===== src/rtl/lpsd_pkg.sv =====
// lpsd_pkg: shared types and constants for the length-prefixed session deframer
// holds framing phases, parse modes, result kinds and packet type codes
// no dependencies
`default_nettype none

package lpsd_pkg;

  typedef enum logic [1:0] {
    PH_LEN_HI,
    PH_LEN_LO,
    PH_TYPE,
    PH_BODY
  } phase_e;

  // space skip, active (digits for A, forwarding for S), done
  typedef enum logic [1:0] {
    PM_SPACE,
    PM_ACTIVE,
    PM_DONE
  } parse_mode_e;

  localparam logic [2:0] K_PAYLOAD = 3'd0;
  localparam logic [2:0] K_ACCEPT  = 3'd1;
  localparam logic [2:0] K_REJECT  = 3'd2;
  localparam logic [2:0] K_END     = 3'd3;
  localparam logic [2:0] K_UNKNOWN = 3'd4;

  localparam logic [7:0] TYPE_ACCEPT    = 8'h41;  // 'A'
  localparam logic [7:0] TYPE_HEARTBEAT = 8'h48;  // 'H'
  localparam logic [7:0] TYPE_REJECT    = 8'h4a;  // 'J'
  localparam logic [7:0] TYPE_SEQUENCED = 8'h53;  // 'S'
  localparam logic [7:0] TYPE_END       = 8'h5a;  // 'Z'

  localparam logic [7:0] CHAR_SPACE = 8'h20;
  localparam logic [7:0] CHAR_ZERO  = 8'h30;
  localparam logic [7:0] CHAR_NINE  = 8'h39;

  // sequenced packets with fewer body bytes than this forward nothing
  localparam logic [15:0] MIN_FWD_LEFT = 16'd2;

  typedef struct packed {
    logic [2:0]  kind;
    logic [7:0]  data;
    logic        last;
    logic [63:0] seq;
    logic        connected;
  } result_t;

endpackage

`default_nettype wire


===== src/rtl/length_prefixed_session_deframer_top.sv =====
// length_prefixed_session_deframer_top: session packet deframer, one byte per beat
// depends on lpsd_pkg for phases, result kinds and packet type codes
//
// usage:
//   input channel (in_valid_i / in_stall_o / in_byte_i) carries the raw server
//   stream: 2-byte big-endian length, type byte, body. one byte is taken at each
//   edge where in_valid_i is high and in_stall_o is low.
//   output channel (out_valid_o / out_stall_i / out_*_o) carries at most one
//   result per input byte: payload bytes of S packets, login accept/reject,
//   end of session, or an unknown type byte.
//   a result is registered in the output buffer when the byte that causes it is taken.
//   throughput: one byte per cycle while in_stall_o is low; all framing and
//   decimal parsing is done in a single pass of logic in front of the state registers.
//   a two-entry output buffer (output register plus skid register) lets a byte
//   be taken while a result waits; in_stall_o rises only once both entries
//   hold results, i.e. after the receiver has stalled with one result pending
//   and another arrived.
//   reset: expecting a length high byte, sequence number 0, not connected,
//   output buffer empty.
`default_nettype none

module length_prefixed_session_deframer_top #(
  parameter int SEQ_FIELD_BYTES     = 20,
  parameter int SESSION_FIELD_BYTES = 10
) (
  input  wire logic        clk_i,
  input  wire logic        rst_ni,
  input  wire logic        in_valid_i,
  output logic             in_stall_o,
  input  wire logic [7:0]  in_byte_i,
  output logic             out_valid_o,
  input  wire logic        out_stall_i,
  output logic [2:0]       out_kind_o,
  output logic [7:0]       out_byte_o,
  output logic             out_last_o,
  output logic [63:0]      out_seq_o,
  output logic             out_connected_o
);

  localparam int OfsEnd = SESSION_FIELD_BYTES + SEQ_FIELD_BYTES;
  localparam int OfsW   = $clog2(OfsEnd + 1);
  localparam logic [OfsW-1:0] OfsSessionEnd = OfsW'(SESSION_FIELD_BYTES);
  localparam logic [OfsW-1:0] OfsFieldEnd   = OfsW'(OfsEnd);

  lpsd_pkg::phase_e      phase_q, phase_d;
  lpsd_pkg::parse_mode_e mode_q, mode_d;
  logic [7:0]            len_hi_q, len_hi_d;
  logic [15:0]           left_q, left_d;
  logic [OfsW-1:0]       ofs_q, ofs_d;
  logic [7:0]            type_q, type_d;
  logic [63:0]           acc_q, acc_d;
  logic [63:0]           seq_q, seq_d;
  logic                  conn_q, conn_d;

  logic                  in_accept;
  logic                  res_valid;
  logic [2:0]            res_kind;
  logic [7:0]            res_data;
  logic                  res_last;
  lpsd_pkg::result_t     res;

  logic                  out_valid_q, skid_valid_q;
  lpsd_pkg::result_t     out_q, skid_q;

  logic [67:0]           acc_next;
  logic                  acc_ovf;
  logic                  is_digit;
  logic                  finish;

  assign in_accept = in_valid_i && !in_stall_o;
  assign in_stall_o = skid_valid_q;

  // acc * 10 + digit, overflow when it no longer fits in 64 bits
  assign acc_next = ({4'b0, acc_q} << 3) + ({4'b0, acc_q} << 1) + {64'b0, in_byte_i[3:0]};
  assign acc_ovf  = |acc_next[67:64];
  assign is_digit = (in_byte_i >= lpsd_pkg::CHAR_ZERO) && (in_byte_i <= lpsd_pkg::CHAR_NINE);

  always_comb begin
    phase_d   = phase_q;
    mode_d    = mode_q;
    len_hi_d  = len_hi_q;
    left_d    = left_q;
    ofs_d     = ofs_q;
    type_d    = type_q;
    acc_d     = acc_q;
    seq_d     = seq_q;
    conn_d    = conn_q;
    res_valid = 1'b0;
    res_kind  = lpsd_pkg::K_PAYLOAD;
    res_data  = 8'd0;
    res_last  = 1'b0;
    finish    = 1'b0;

    if (in_accept) begin
      unique case (phase_q)
        lpsd_pkg::PH_LEN_HI: begin
          len_hi_d = in_byte_i;
          phase_d  = lpsd_pkg::PH_LEN_LO;
        end
        lpsd_pkg::PH_LEN_LO: begin
          left_d  = {len_hi_q, in_byte_i};
          // zero-length packets have no type byte
          phase_d = ({len_hi_q, in_byte_i} == 16'd0) ? lpsd_pkg::PH_LEN_HI
                                                      : lpsd_pkg::PH_TYPE;
        end
        lpsd_pkg::PH_TYPE: begin
          type_d = in_byte_i;
          left_d = left_q - 16'd1;
          ofs_d  = '0;
          acc_d  = '0;
          mode_d = lpsd_pkg::PM_SPACE;
          if (in_byte_i == lpsd_pkg::TYPE_SEQUENCED) begin
            seq_d  = seq_q + 64'd1;
            mode_d = (left_d >= lpsd_pkg::MIN_FWD_LEFT) ? lpsd_pkg::PM_ACTIVE
                                                        : lpsd_pkg::PM_SPACE;
          end else if (in_byte_i != lpsd_pkg::TYPE_ACCEPT &&
                       in_byte_i != lpsd_pkg::TYPE_REJECT &&
                       in_byte_i != lpsd_pkg::TYPE_END &&
                       in_byte_i != lpsd_pkg::TYPE_HEARTBEAT) begin
            res_valid = 1'b1;
            res_kind  = lpsd_pkg::K_UNKNOWN;
            res_data  = in_byte_i;
          end
          if (left_d == 16'd0) begin
            phase_d = lpsd_pkg::PH_LEN_HI;
            finish  = !res_valid;
          end else begin
            phase_d = lpsd_pkg::PH_BODY;
          end
        end
        lpsd_pkg::PH_BODY: begin
          left_d = left_q - 16'd1;
          if (type_q == lpsd_pkg::TYPE_SEQUENCED) begin
            if (mode_q == lpsd_pkg::PM_ACTIVE) begin
              res_valid = 1'b1;
              res_kind  = lpsd_pkg::K_PAYLOAD;
              res_data  = in_byte_i;
              res_last  = (left_d == 16'd0);
            end
          end else if (type_q == lpsd_pkg::TYPE_ACCEPT) begin
            if (ofs_q >= OfsSessionEnd && ofs_q < OfsFieldEnd) begin
              if (mode_q == lpsd_pkg::PM_SPACE) begin
                if (in_byte_i != lpsd_pkg::CHAR_SPACE) begin
                  mode_d = lpsd_pkg::PM_ACTIVE;
                end
              end
              if (mode_d == lpsd_pkg::PM_ACTIVE) begin
                if (!is_digit) begin
                  mode_d = lpsd_pkg::PM_DONE;
                end else if (acc_ovf) begin
                  acc_d  = '1;
                  mode_d = lpsd_pkg::PM_DONE;
                end else begin
                  acc_d = acc_next[63:0];
                end
              end
            end
          end else if (type_q == lpsd_pkg::TYPE_REJECT) begin
            if (ofs_q == '0) begin
              acc_d = {56'd0, in_byte_i};
            end
          end
          // offset only matters up to the end of the sequence field
          if (ofs_q != OfsFieldEnd) begin
            ofs_d = ofs_q + OfsW'(1);
          end
          if (left_d == 16'd0) begin
            phase_d = lpsd_pkg::PH_LEN_HI;
            finish  = !res_valid;
          end
        end
        default: begin
          phase_d = lpsd_pkg::PH_LEN_HI;
        end
      endcase

      // end of packet report for A, J and Z
      if (finish) begin
        if (type_d == lpsd_pkg::TYPE_ACCEPT) begin
          seq_d     = acc_d;
          conn_d    = 1'b1;
          res_valid = 1'b1;
          res_kind  = lpsd_pkg::K_ACCEPT;
        end else if (type_d == lpsd_pkg::TYPE_REJECT) begin
          res_valid = 1'b1;
          res_kind  = lpsd_pkg::K_REJECT;
          res_data  = acc_d[7:0];
        end else if (type_d == lpsd_pkg::TYPE_END) begin
          conn_d    = 1'b0;
          res_valid = 1'b1;
          res_kind  = lpsd_pkg::K_END;
        end
      end
    end
  end

  assign res = '{kind: res_kind, data: res_data, last: res_last,
                 seq: seq_d, connected: conn_d};

  always_ff @(posedge clk_i or negedge rst_ni) begin
    if (!rst_ni) begin
      phase_q  <= lpsd_pkg::PH_LEN_HI;
      mode_q   <= lpsd_pkg::PM_SPACE;
      len_hi_q <= '0;
      left_q   <= '0;
      ofs_q    <= '0;
      type_q   <= '0;
      acc_q    <= '0;
      seq_q    <= '0;
      conn_q   <= 1'b0;
    end else begin
      phase_q  <= phase_d;
      mode_q   <= mode_d;
      len_hi_q <= len_hi_d;
      left_q   <= left_d;
      ofs_q    <= ofs_d;
      type_q   <= type_d;
      acc_q    <= acc_d;
      seq_q    <= seq_d;
      conn_q   <= conn_d;
    end
  end

  // output register plus skid entry
  logic out_pop;
  assign out_pop = out_valid_q && !out_stall_i;

  always_ff @(posedge clk_i or negedge rst_ni) begin
    if (!rst_ni) begin
      out_valid_q  <= 1'b0;
      skid_valid_q <= 1'b0;
    end else if (skid_valid_q) begin
      if (out_pop) begin
        skid_valid_q <= 1'b0;
      end
    end else if (!out_valid_q || out_pop) begin
      out_valid_q <= res_valid;
    end else if (res_valid) begin
      skid_valid_q <= 1'b1;
    end
  end

  always_ff @(posedge clk_i) begin
    if (skid_valid_q) begin
      if (out_pop) begin
        out_q <= skid_q;
      end
    end else if (!out_valid_q || out_pop) begin
      if (res_valid) begin
        out_q <= res;
      end
    end else if (res_valid) begin
      skid_q <= res;
    end
  end

  assign out_valid_o     = out_valid_q;
  assign out_kind_o      = out_q.kind;
  assign out_byte_o      = out_q.data;
  assign out_last_o      = out_q.last;
  assign out_seq_o       = out_q.seq;
  assign out_connected_o = out_q.connected;

  a_skid_behind_out: assert property (@(posedge clk_i) disable iff (!rst_ni)
    skid_valid_q |-> out_valid_q)
    else $error("skid entry holds a result while output register is empty");

  a_result_parked: assert property (@(posedge clk_i) disable iff (!rst_ni)
    (in_accept && res_valid && out_valid_q && out_stall_i) |=> skid_valid_q)
    else $error("result of a beat taken under stall was not kept");

  a_body_has_bytes: assert property (@(posedge clk_i) disable iff (!rst_ni)
    (phase_q == lpsd_pkg::PH_BODY) |-> (left_q != 16'd0))
    else $error("body phase with no bytes left");

  a_last_on_payload: assert property (@(posedge clk_i) disable iff (!rst_ni)
    (out_valid_o && out_last_o) |-> (out_kind_o == lpsd_pkg::K_PAYLOAD))
    else $error("last flag on a non-payload result");

  a_accept_connects: assert property (@(posedge clk_i) disable iff (!rst_ni)
    (out_valid_o && out_kind_o == lpsd_pkg::K_ACCEPT) |-> out_connected_o)
    else $error("login accept reported while not connected");

endmodule

`default_nettype wire

===== config.mk =====
export PLATFORM = sky130hd
export DESIGN_NAME = length_prefixed_session_deframer_top
export DESIGN_NICKNAME = d
export VERILOG_FILES = /design/src/rtl/lpsd_pkg.sv /design/src/rtl/length_prefixed_session_deframer_top.sv
export SDC_FILE = /design/constraint.sdc
export NUM_CORES = 1
export LEC_CHECK = 0
export BUFFER_PORTS_ARGS = -buffer_cell sky130_fd_sc_hd__buf_4
export CAP_MARGIN = 10
export CORE_MARGIN = 8
export CORE_UTILIZATION = 30
export CTS_BUF_LIST = sky130_fd_sc_hd__clkbuf_4 sky130_fd_sc_hd__clkbuf_8 sky130_fd_sc_hd__clkbuf_16
export CTS_CLUSTER_DIAMETER = 40
export DETAILED_ROUTE_END_ITERATION = 8
export PLACE_DENSITY = 0.45
export SYNTH_ARGS = -nofsm -noshare
export SYNTH_HDL_FRONTEND = slang
export SYNTH_SLANG_ARGS = --single-unit

===== constraint.sdc =====
create_clock -name clk_i -period 12.3 [get_ports clk_i]
set_input_delay 2.46 -clock clk_i [delete_from_list [all_inputs] [get_ports clk_i]]
set_output_delay 2.46 -clock clk_i [all_outputs]
set_load 0.01 [all_outputs]

==> impl_metrics.toml, run 1 <==
[run_status]
outcome = "completed"

[layout]
drive_above_1_share_pct = 11.6
instances_no_fill = 3753
area_growth_pct = 17.8
final_core_util_pct = 35.5
fin_nets = 2868
diodes = 0

[power]
swShare_pct = 35.4
p_leak_nw = 10.6
p_switching_mw = 1.70
clock_power_share_pct = 41.9
ir_worst_vdd_mv = 0.0996
internal_power_mw = 3.10
power_mw = 4.80
combinationalPowerShare_pct = 26.4
power_frac_seq_pct = 31.7
powerDensity_nw_per_um2 = 179

[floorplan]
dieArea_um2 = 84900
dieWidth_um = 291
die_y_um = 291
coreArea_um2 = 75600
initial_core_util_pct = 30.1
fp-row-count = 101
io_pins = 91

[yosys]
synth_nets = 2845
ys_seq_elements = 326
avgSynthCellArea_um2 = 8.43
yosys_warnings = 0
syn_inst = 2697
synth_cell_types = 93
synth.cell_area_um2 = 22700
async_reset_ff_share_pct = 52.8
synth.yosys.seq_area_share_pct = 39.3
ys.flop_type = "dfrtp_1"
synth_edf_count = 154

[timing]
relSlewSlack_pct = 21.3
fmax_ghz = 0.139
fin_tns_setup_ns = 0
maxSlewViolCount = 0
max_slew.worst_pin.slew_ns = 1.17
hold_viol_final = 0
skew_ns = 0.0269
hold-worst-slack_ns = 0.501
rsz0062_at_grt = "no"
fin_crit_sh_pct = 58.4
fin_crit_ns = 7.18
finalSetupViolations = 0

[global_route]
grt_pass1_wl_um = 139000
overflow = 0
grt_max_degree = 80
grt_pass1_vias = 20900
grt_usage_pct = 21.1
antenna_found_initial = 0

[worst_setup_path]
ff2ff_setup_slack_ns = 6.68
endpoint_kind = "register"
crit_type = "in -> reg"
cp.required_ns = 12.59
cp_max_fo = 28
startpoint_type = "input port"
cp_data_arrival_time_ns = 7.47
r2r_cells = 14

[clocking]
numCtsBuffers = 67
cts_resized = 0
cts_sinks = 326
cts.path.max_buffers = 3
tritoncts = "built"
cts_hold_buffers = 0
clk_pin_slew_ns = 0.05
htree_levels = 3
clock_latency_ns = 0.61
cts_setup_buffers = 0
cts-root-buf = "clkbuf_16"

[drt]
num_vias = 22100
first_pass_iters = 6
drc = 0
wirelength_um = 92600
viasPerCell = 5.88
drtAntennaViolNets = 0
wl_per_cell_um = 24.7
dr.first_iter.drc_count = 2180

[placement]
place_inst = 3629
place_congestion = 0.890
hpwl_um = 66100
port_buffers = 90

[run]
cap_violations = 0

[hold_path]
hold_path.class = "reg -> reg"
worst_hold_path.num_cells = 1
==> cell type report <==
type	count	area, um^2
timing repair buffer	135	1020
sequential	326	8930
fill	7719	48800
multi-input combinational	2146	13000
clock inverter	42	644
clock buffer	82	1840
tap	978	1220
inverter	44	165
==> cell families after synthesis <==
logic type,after synthesis,share of synthesized area [%]
multiplexers,30,1.42
AO/OA/AOI/OAI,998,26.4
buffers and inverters,225,3.92
flip-flops,326,39.3
AND/OR/NAND/NOR,923,19.2
adder cells (fa/ha/maj),136,7.55
XOR/XNOR,59,2.30
==> per-stage QoR <==
stage	cell area [um^2]	setup slack, ns
2_1_floorplan	22700	3.59
3_3_place_gp	24300	4.45
3_5_place_dp	24300	4.54
4_1_cts	26800	5.14
5_1_grt	26800	4.65
6_report	26800	5.12
==> power by group through the flow <==
stage	registers, mW	clock network, mW	logic (mW)
final	1.52	2.01	1.26
after global routing	1.54	2.09	1.38
after CTS	1.52	2.04	1.27
after detailed placement	1.54	0	1.27
after global placement	1.54	0	1.26
after floorplan	1.51	0	0.725
==> routing by layer <==
metal	routed length, um	global-route usage [%]	vias to the layer above	share of wire [%]
li1	-	-	10200	-
met1	43000	30.2	10900	46
met2	40600	32.1	886	44
met3	6800	3.99	137	7.3
met4	2170	5.79	0	2.3
met5	0	0	-	0
==> critical path, stage by stage <==
cell and delay [ns]:
buf_4 0.18, inv_1 0.10, fa_1 0.60, inv_1 0.06, ha_1 0.30, a211oi_1 0.29
o211ai_1 0.16, a32oi_1 0.34, o211a_2 0.29, a211oi_2 0.09, or3_1 0.32, a22o_1 0.38
nor3_4 0.19, buf_4 0.38, a31oi_1 0.13, a221oi_1 0.88, o21ai_0 0.29
==> sequential cells by signal, summed over array words and instances, names as in the netlist <==
register / cells
len_hi_q: 8
out_connected_o: 1
out_kind_o: 3
seq_q: 64
conn_q: 1
out_byte_o: 8
acc_q: 64
mode_q: 2
ofs_q: 5
out_valid_o: 1
out_last_o: 1
phase_q: 2
type_q: 8
skid_q: 77
left_q: 16
out_seq_o: 64
in_stall_o: 1
==> Yosys cell counts (33+ instances only) <==
master	count	area, um^2
a21o_1	33	248
a21oi_1	346	1730
a31oi_1	38	238
and3_1	34	213
clkbuf_1	143	537
dfrtp_1	172	4300
edfxtp_1	154	4620
ha_1	134	1680
inv_1	43	161
nand2_1	341	1280
nand3_1	85	425
nand4_1	65	407
nor2_1	219	822
nor3_1	59	295
o21ai_0	297	1490
o22ai_1	33	206
==> cells in the final DEF, fill, tap and decap left out, types with 10 or more instances in the layout <==
| master | netlist | final |
|---|---|---|
| nor2_1 | 219 | 216 |
| ha_1 | 134 | 134 |
| a21o_1 | 33 | 33 |
| nand4_1 | 65 | 65 |
| or3_1 | 13 | 13 |
| xnor2_1 | 31 | 31 |
| o21bai_1 | 16 | 16 |
| mux2i_1 | 11 | 11 |
| nor4_1 | 15 | 14 |
| buf_4 | 1 | 134 |
| xor2_1 | 27 | 27 |
| o21ai_1 | 12 | 12 |
| clkbuf_16 | 0 | 68 |
| dfrtp_1 | 172 | 171 |
| o21a_1 | 22 | 22 |
| nand2b_1 | 12 | 12 |
| a311oi_1 | 10 | 10 |
| inv_1 | 43 | 43 |
| bufinv_16 | 0 | 12 |
| nand3_1 | 85 | 85 |
| a31oi_1 | 38 | 38 |
| and2_1 | 10 | 10 |
| mux2_2 | 19 | 19 |
| a221oi_1 | 11 | 11 |
| a22oi_1 | 19 | 18 |
| o31ai_1 | 15 | 15 |
| a22o_1 | 10 | 10 |
| o22ai_1 | 33 | 33 |
| a211o_1 | 10 | 10 |
| or4_1 | 11 | 11 |
| o211ai_1 | 15 | 15 |
| o21ai_0 | 297 | 297 |
| a21oi_1 | 346 | 346 |
| nand2_1 | 341 | 340 |
| edfxtp_1 | 154 | 154 |
| and3_1 | 34 | 33 |
| a211oi_1 | 19 | 19 |
| nor3_1 | 59 | 58 |
==> path summary, 6_finish.rpt <==
check / start / endpoint
worst max-delay path: in_byte_i[3] / skid_q[4]$_DFFE_PP_
worst min-delay path: type_q[6]$_DFFE_PN0P_ / type_q[6]$_DFFE_PN0P_
worst max register to register: acc_q[30]$_DFFE_PN0P_ / skid_q[4]$_DFFE_PP_
worst min register to register: type_q[6]$_DFFE_PN0P_ / type_q[6]$_DFFE_PN0P_
max in group asynchronous: rst_ni / acc_q[47]$_DFFE_PN0P_
min in group asynchronous: rst_ni / left_q[5]$_DFFE_PN0P_
No activity file was read; power rests on OpenSTA's default activity.
==> run 2, diff against run 1 <==
==> constraint.sdc (replaced) <==
create_clock -name clk_i -period 7.1 [get_ports clk_i]
set_input_delay 1.42 -clock clk_i [delete_from_list [all_inputs] [get_ports clk_i]]
set_output_delay 1.42 -clock clk_i [all_outputs]
set_load 0.01 [all_outputs]
==> impl_metrics.toml, run 2 (synthesis gave the netlist of run 1 again) <==
[run_status]
outcome = "completed"

[timing]
maxSlewViolCount = 0
fin_crit_ns = 5.93
fin_tns_setup_ns = 0
finalSetupViolations = 0
relSlewSlack_pct = 31.9
skew_ns = 0.0275
max_slew.worst_pin.slew_ns = 1.02
rsz0062_at_grt = "no"
fmax_ghz = 0.169
hold_viol_final = 0
fin_crit_sh_pct = 83.5

[layout]
largest_reg_flops = 77
instances_no_fill = 3761
fin_nets = 2883
drive_above_1_share_pct = 11.8
n_fill_cell = 7799
area_growth_pct = 17.3
final_cell_mix = "a21oi_1, nand2_1, o21ai_0"
diodes = 0
regMostFlops = "skid_q"
final_common_cell = "a21oi_1"

[run]
cap_violations = 0

[worst_setup_path]
r2r_cells = 15
crit_type = "in -> reg"
crit_buf_inv = 4
reg2reg_from = "acc_q[0]$_DFFE_PN0P_"
startpoint_type = "input port"
crit_chain = "buf_4 -> inv_1 -> fa_1 -> inv_1 -> ha_1 -> a211oi_1 -> o211ai_1 -> a32oi_1 -> o211a_2 -> a211oi_2 -> or3_1 -> a22o_1 -> or3_1 -> buf_4 -> o31ai_1 -> a21oi_1"
endpoint_kind = "register"
ff2ff_setup_slack_ns = 1.75
cp_slowest_stage_delay_ns = 0.63
cp_data_arrival_time_ns = 6.25
cp.depth = 16
critical-path-top-delay-family = "compound AO/OA/AOI/OAI gates"
r2r_end = "skid_q[58]$_DFFE_PP_"
cp_max_fo = 18
crit_slowest_cell = "or3_1"
cp.required_ns = 7.43

[clocking]
tritoncts = "built"
clk_pin_slew_ns = 0.05
cts_resized = 0
cts-root-buf = "clkbuf_16"
clock_latency_ns = 0.63
cts.path.max_buffers = 3
cts_setup_buffers = 0
htree_levels = 2
numCtsBuffers = 61
cts_sinks = 326
cts_hold_buffers = 0

[drt]
num_vias = 22100
drc = 0
first_pass_iters = 6
wl_per_cell_um = 24.8
dr.first_iter.drc_count = 2421
drtAntennaViolNets = 0
wirelength_um = 93300
viasPerCell = 5.87

[global_route]
grt_max_degree = 142
overflow = 0
grt_pass1_wl_um = 139000
grt_pass1_vias = 21000
antenna_found_initial = 1
grt_usage_pct = 21.0

[placement]
port_buffers = 90
place_congestion = 0.871
place_inst = 3649
hpwl_um = 67000

[floorplan]
initial_core_util_pct = 30.1
io_pins = 91
dieWidth_um = 291
dieArea_um2 = 84900
die_y_um = 291
fp-row-count = 101
coreArea_um2 = 75600

[power]
powerDensity_nw_per_um2 = 298
ir_worst_vdd_mv = 0.180
p_leak_nw = 10.6

[hold_path]
hold_end = "type_q[7]$_DFFE_PN0P_"
hp-start = "type_q[7]$_DFFE_PN0P_"
worst_hold_path.num_cells = 1
hold_path.class = "reg -> reg"
## run 2: changes by cell type in the layout (fill, tap and decap cells not counted), sizes merged
cell      change
buf          +20
bufinv        -2
clkbuf        -7
clkinv        +6
clkinvlp      -5
inv           -4
## run 2: through the flow
stage / instance area (um^2) / utilization [%] / power, mW / worst slack [ns] / hold slack, ns
after floorplan: 22800 / - / 3.87 / 1.14 / 0.472
final: 26700 / 35.3 / 7.94 / 1.17 / 0.501
after global routing: 26700 / 35.3 / 8.29 / 0.877 / 0.519
after CTS: 26700 / 35.3 / 7.98 / 1.22 / 0.507
after global placement: 24500 / 32.5 / 4.90 / 0.679 / 0.486
after detailed placement: 24500 / 32.5 / 4.90 / 0.589 / 0.497
## run 2: worst max-delay path by stage
stage,from,to,slack (ns)
3_5_place_dp,in_byte_i[3],skid_q[53]$_DFFE_PP_,0.59
5_1_grt,in_byte_i[3],skid_q[53]$_DFFE_PP_,0.88
3_3_place_gp,in_byte_i[3],skid_q[36]$_DFFE_PP_,0.68
4_1_cts,in_byte_i[3],skid_q[53]$_DFFE_PP_,1.22
2_1_floorplan,in_byte_i[5],out_byte_o[0]$_DFFE_PP_,1.14
6_report,in_byte_i[3],skid_q[58]$_DFFE_PP_,1.17
## run 2: worst reg2reg max path: stages (launching register included)
cell and delay (ns):
dfrtp_1 0.44, inv_1 0.09, fa_1 0.57, inv_1 0.07
ha_1 0.30, a211oi_1 0.30, o211ai_1 0.16, a32oi_1 0.27
o211a_2 0.29, a211oi_2 0.10, or3_1 0.33, a22o_1 0.41
or3_1 0.63, buf_4 0.33, o31ai_1 0.57, a21oi_1 0.19
## run 2: cell type report
type | instances | area, um^2 | area share (%)
Timing Repair Buffer | 156 | 1220 | 4.59
Multi-Input combinational cell | 2146 | 13000 | 48.7
Clock buffer | 74 | 1660 | 6.21
Inverter | 44 | 165 | 0.619
Clock inverter | 37 | 488 | 1.83
Tap cell | 978 | 1220 | 4.59
Sequential cell | 326 | 8930 | 33.5
## run 2: power by group
part	internal, mW	total (mW)	switching, mW
sequential	2.35	2.65	0.296
combinational	0.715	2.24	1.52
clock	2.01	3.05	1.04
total	5.08	7.94	2.86
## run 2: per-layer routing
| metal | part of all wire (%) | global-route usage, % | up-vias |
|---|---|---|---|
| met3 | 7.0 | 2.88 | 135 |
| met5 | 0 | 0 | - |
| li1 | - | - | 10200 |
| met4 | 2.2 | 5.20 | 0 |
| met1 | 47 | 30.6 | 10800 |
| met2 | 44 | 32.6 | 900 |
==> run 3, diff against run 2 <==
--- a/config.mk
+++ b/config.mk
@@ -12,7 +12,7 @@
 export CTS_BUF_LIST = sky130_fd_sc_hd__clkbuf_4 sky130_fd_sc_hd__clkbuf_8 sky130_fd_sc_hd__clkbuf_16
 export CTS_CLUSTER_DIAMETER = 40
 export DETAILED_ROUTE_END_ITERATION = 8
-export PLACE_DENSITY = 0.45
+export PLACE_DENSITY = 0.46
 export SYNTH_ARGS = -nofsm -noshare
 export SYNTH_HDL_FRONTEND = slang
 export SYNTH_SLANG_ARGS = --single-unit
==> constraint.sdc (replaced) <==
create_clock -name clk_i -period 5.4 [get_ports clk_i]
set_input_delay 1.08 -clock clk_i [delete_from_list [all_inputs] [get_ports clk_i]]
set_output_delay 1.08 -clock clk_i [all_outputs]
set_load 0.01 [all_outputs]
==> impl_metrics.toml, run 3 (synthesis gave the netlist of run 1 again) <==
[timing]
finalSetupViolations = 0
fin_crit_sh_pct = 93.8
rsz0062_at_grt = "no"
hold_viol_final = 0
hold-worst-slack_ns = 0.499
fmax_ghz = 0.197
skew_ns = 0.0296
relSlewSlack_pct = 25.4
fin_tns_setup_ns = 0
maxSlewViolCount = 0
fin_crit_ns = 5.07
max_slew.worst_pin.slew_ns = 1.11

[worst_setup_path]
crit_slowest_cell = "or4b_2"
critPathLaunch = "in_byte_i[3]"
startpoint_type = "input port"
cp-endpoint = "skid_q[57]$_DFFE_PP_"
crit_top_cell = "inv_1"
cp_slowest_stage_delay_ns = 0.69
crit_buf_inv = 4
reg2reg_from = "acc_q[24]$_DFFE_PN0P_"
cp_data_arrival_time_ns = 5.42
crit_chain = "buf_4 -> inv_1 -> fa_1 -> inv_1 -> ha_1 -> a211oi_1 -> o211ai_1 -> a32oi_1 -> o211a_2 -> a211oi_2 -> or3_1 -> a22o_1 -> buf_12 -> or4b_2 -> a21oi_1 -> o21a_1 -> nor2_1"
cp_max_fo = 9
ff2ff_setup_slack_ns = 0.37
endpoint_kind = "register"
cp.required_ns = 5.75
critical-path-top-delay-family = "compound AO/OA/AOI/OAI gates"
cp.depth = 17
r2r_cells = 15
crit_type = "in -> reg"
r2r_end = "out_seq_o[60]$_DFFE_PP_"

[run]
cap_violations = 0

[power]
ir_worst_vdd_mv = 0.210
swShare_pct = 37.0
powerDensity_nw_per_um2 = 377
p_switching_mw = 3.79
clock_power_share_pct = 37.0
power_frac_seq_pct = 34.1
p_leak_nw = 10.9
internal_power_mw = 6.45
combinationalPowerShare_pct = 28.8

[drt]
met1_length_um = 44200
drc = 0
wl_met2_um = 41000
viasPerCell = 5.86
drtAntennaViolNets = 0
wl_met3_um = 6010
topRoutingLayerUsed = "met4"
wirelength_um = 93500
first_pass_iters = 6
wl_per_cell_um = 24.4
dr.first_iter.drc_count = 2313
num_vias = 22500

[floorplan]
io_pins = 91
fp-row-count = 101
dieWidth_um = 291
initial_core_util_pct = 30.1
dieArea_um2 = 84900
die_y_um = 291
coreArea_um2 = 75600

[layout]
area_growth_pct = 19.5
fin_nets = 2951
instances_no_fill = 3832
final_common_cell = "a21oi_1"
regMostFlops = "skid_q"
drive_above_1_share_pct = 14.1
final_cell_mix = "a21oi_1, nand2_1, o21ai_0"
largest_reg_flops = 77
final_core_util_pct = 36.0

[global_route]
antenna_found_initial = 1
grt_pass1_vias = 21500
grt_pass1_wl_um = 141000
overflow = 0
grt_max_degree = 132
grt_usage_pct = 21.2

[clocking]
clk_pin_slew_ns = 0.05
numCtsBuffers = 58
cts_resized = 0
tritoncts = "built"
cts_setup_buffers = 0
cts_sinks = 326
clock_latency_ns = 0.62
cts.path.max_buffers = 3
cts-root-buf = "clkbuf_16"
cts_hold_buffers = 0
htree_levels = 2

[hold_path]
hold_path.class = "in -> async"

[placement]
place_congestion = 0.881
port_buffers = 90
hpwl_um = 67400
place_inst = 3721

[run_status]
outcome = "completed"
## run 3: cell count changes in the layout (fill, tap and decap cells not counted), moves of 3 or more
cell,change
clkinv_4,+3
clkinv_1,-3
buf_12,+6
buf_4,+66
clkinv_2,-3
bufinv_16,-5
inv_6,+7
## run 3: layer usage
metal | vias up | GRT usage, %
li1 | 10300 | -
met1 | 11100 | 31.2
met2 | 875 | 32.7
met3 | 140 | 2.50
met4 | 0 | 5.56
met5 | - | 0
## run 3: power by group through the flow
stage	sequential [mW]	clock (mW)	combinational, mW
after floorplan	3.44	0	1.66
after global placement	3.53	0	2.92
after detailed placement	3.54	0	2.94
after CTS	3.50	3.86	2.95
after global routing	3.55	3.97	3.20
final	3.50	3.80	2.95
## run 3: worst reg2reg max path, stage by stage, from the launching register on
cell	delay, ns
dfrtp_1	0.56
ha_1	0.32
ha_1	0.37
and3_1	0.22
and2_1	0.19
a21oi_1	0.21
o21ai_1	0.13
a2111oi_0	0.70
o311ai_1	0.28
and4_1	0.38
or3_1	0.40
buf_12	0.19
o21a_1	0.19
o2bb2ai_1	0.33
buf_4	0.18
a21oi_1	0.08
## run 3: through the flow
stage | total power, mW | area [um^2] | worst slack (ns)
global placement | 6.45 | 25100 | -0.239
CTS | 10.3 | 27200 | 0.344
global route | 10.7 | 27200 | 0.0854
floorplan | 5.09 | 22800 | -0.0462
finish | 10.2 | 27200 | 0.333
detailed placement | 6.47 | 25100 | -0.280
## run 3: worst min-delay path by stage
stage,start,end,slack (ns),cells past startpoint
floorplan,type_q[6]$_DFFE_PN0P_,type_q[6]$_DFFE_PN0P_,0.47,1
global placement,type_q[5]$_DFFE_PN0P_,type_q[5]$_DFFE_PN0P_,0.48,1
detailed placement,type_q[7]$_DFFE_PN0P_,type_q[7]$_DFFE_PN0P_,0.50,1
CTS,rst_ni,acc_q[4]$_DFFE_PN0P_,0.51,1
global route,rst_ni,left_q[4]$_DFFE_PN0P_,0.53,1
finish,rst_ni,left_q[6]$_DFFE_PN0P_,0.50,1
## run 3: layout make-up
class,instances,area (um^2)
well taps,978,1220
fillers,7820,48400
diodes,2,5.00
flip-flops and latches,326,8930
clock inverters,37,428
inverters,44,165
repair buffers,227,1840
multi-input cells,2146,13000
clock buffers,72,1610
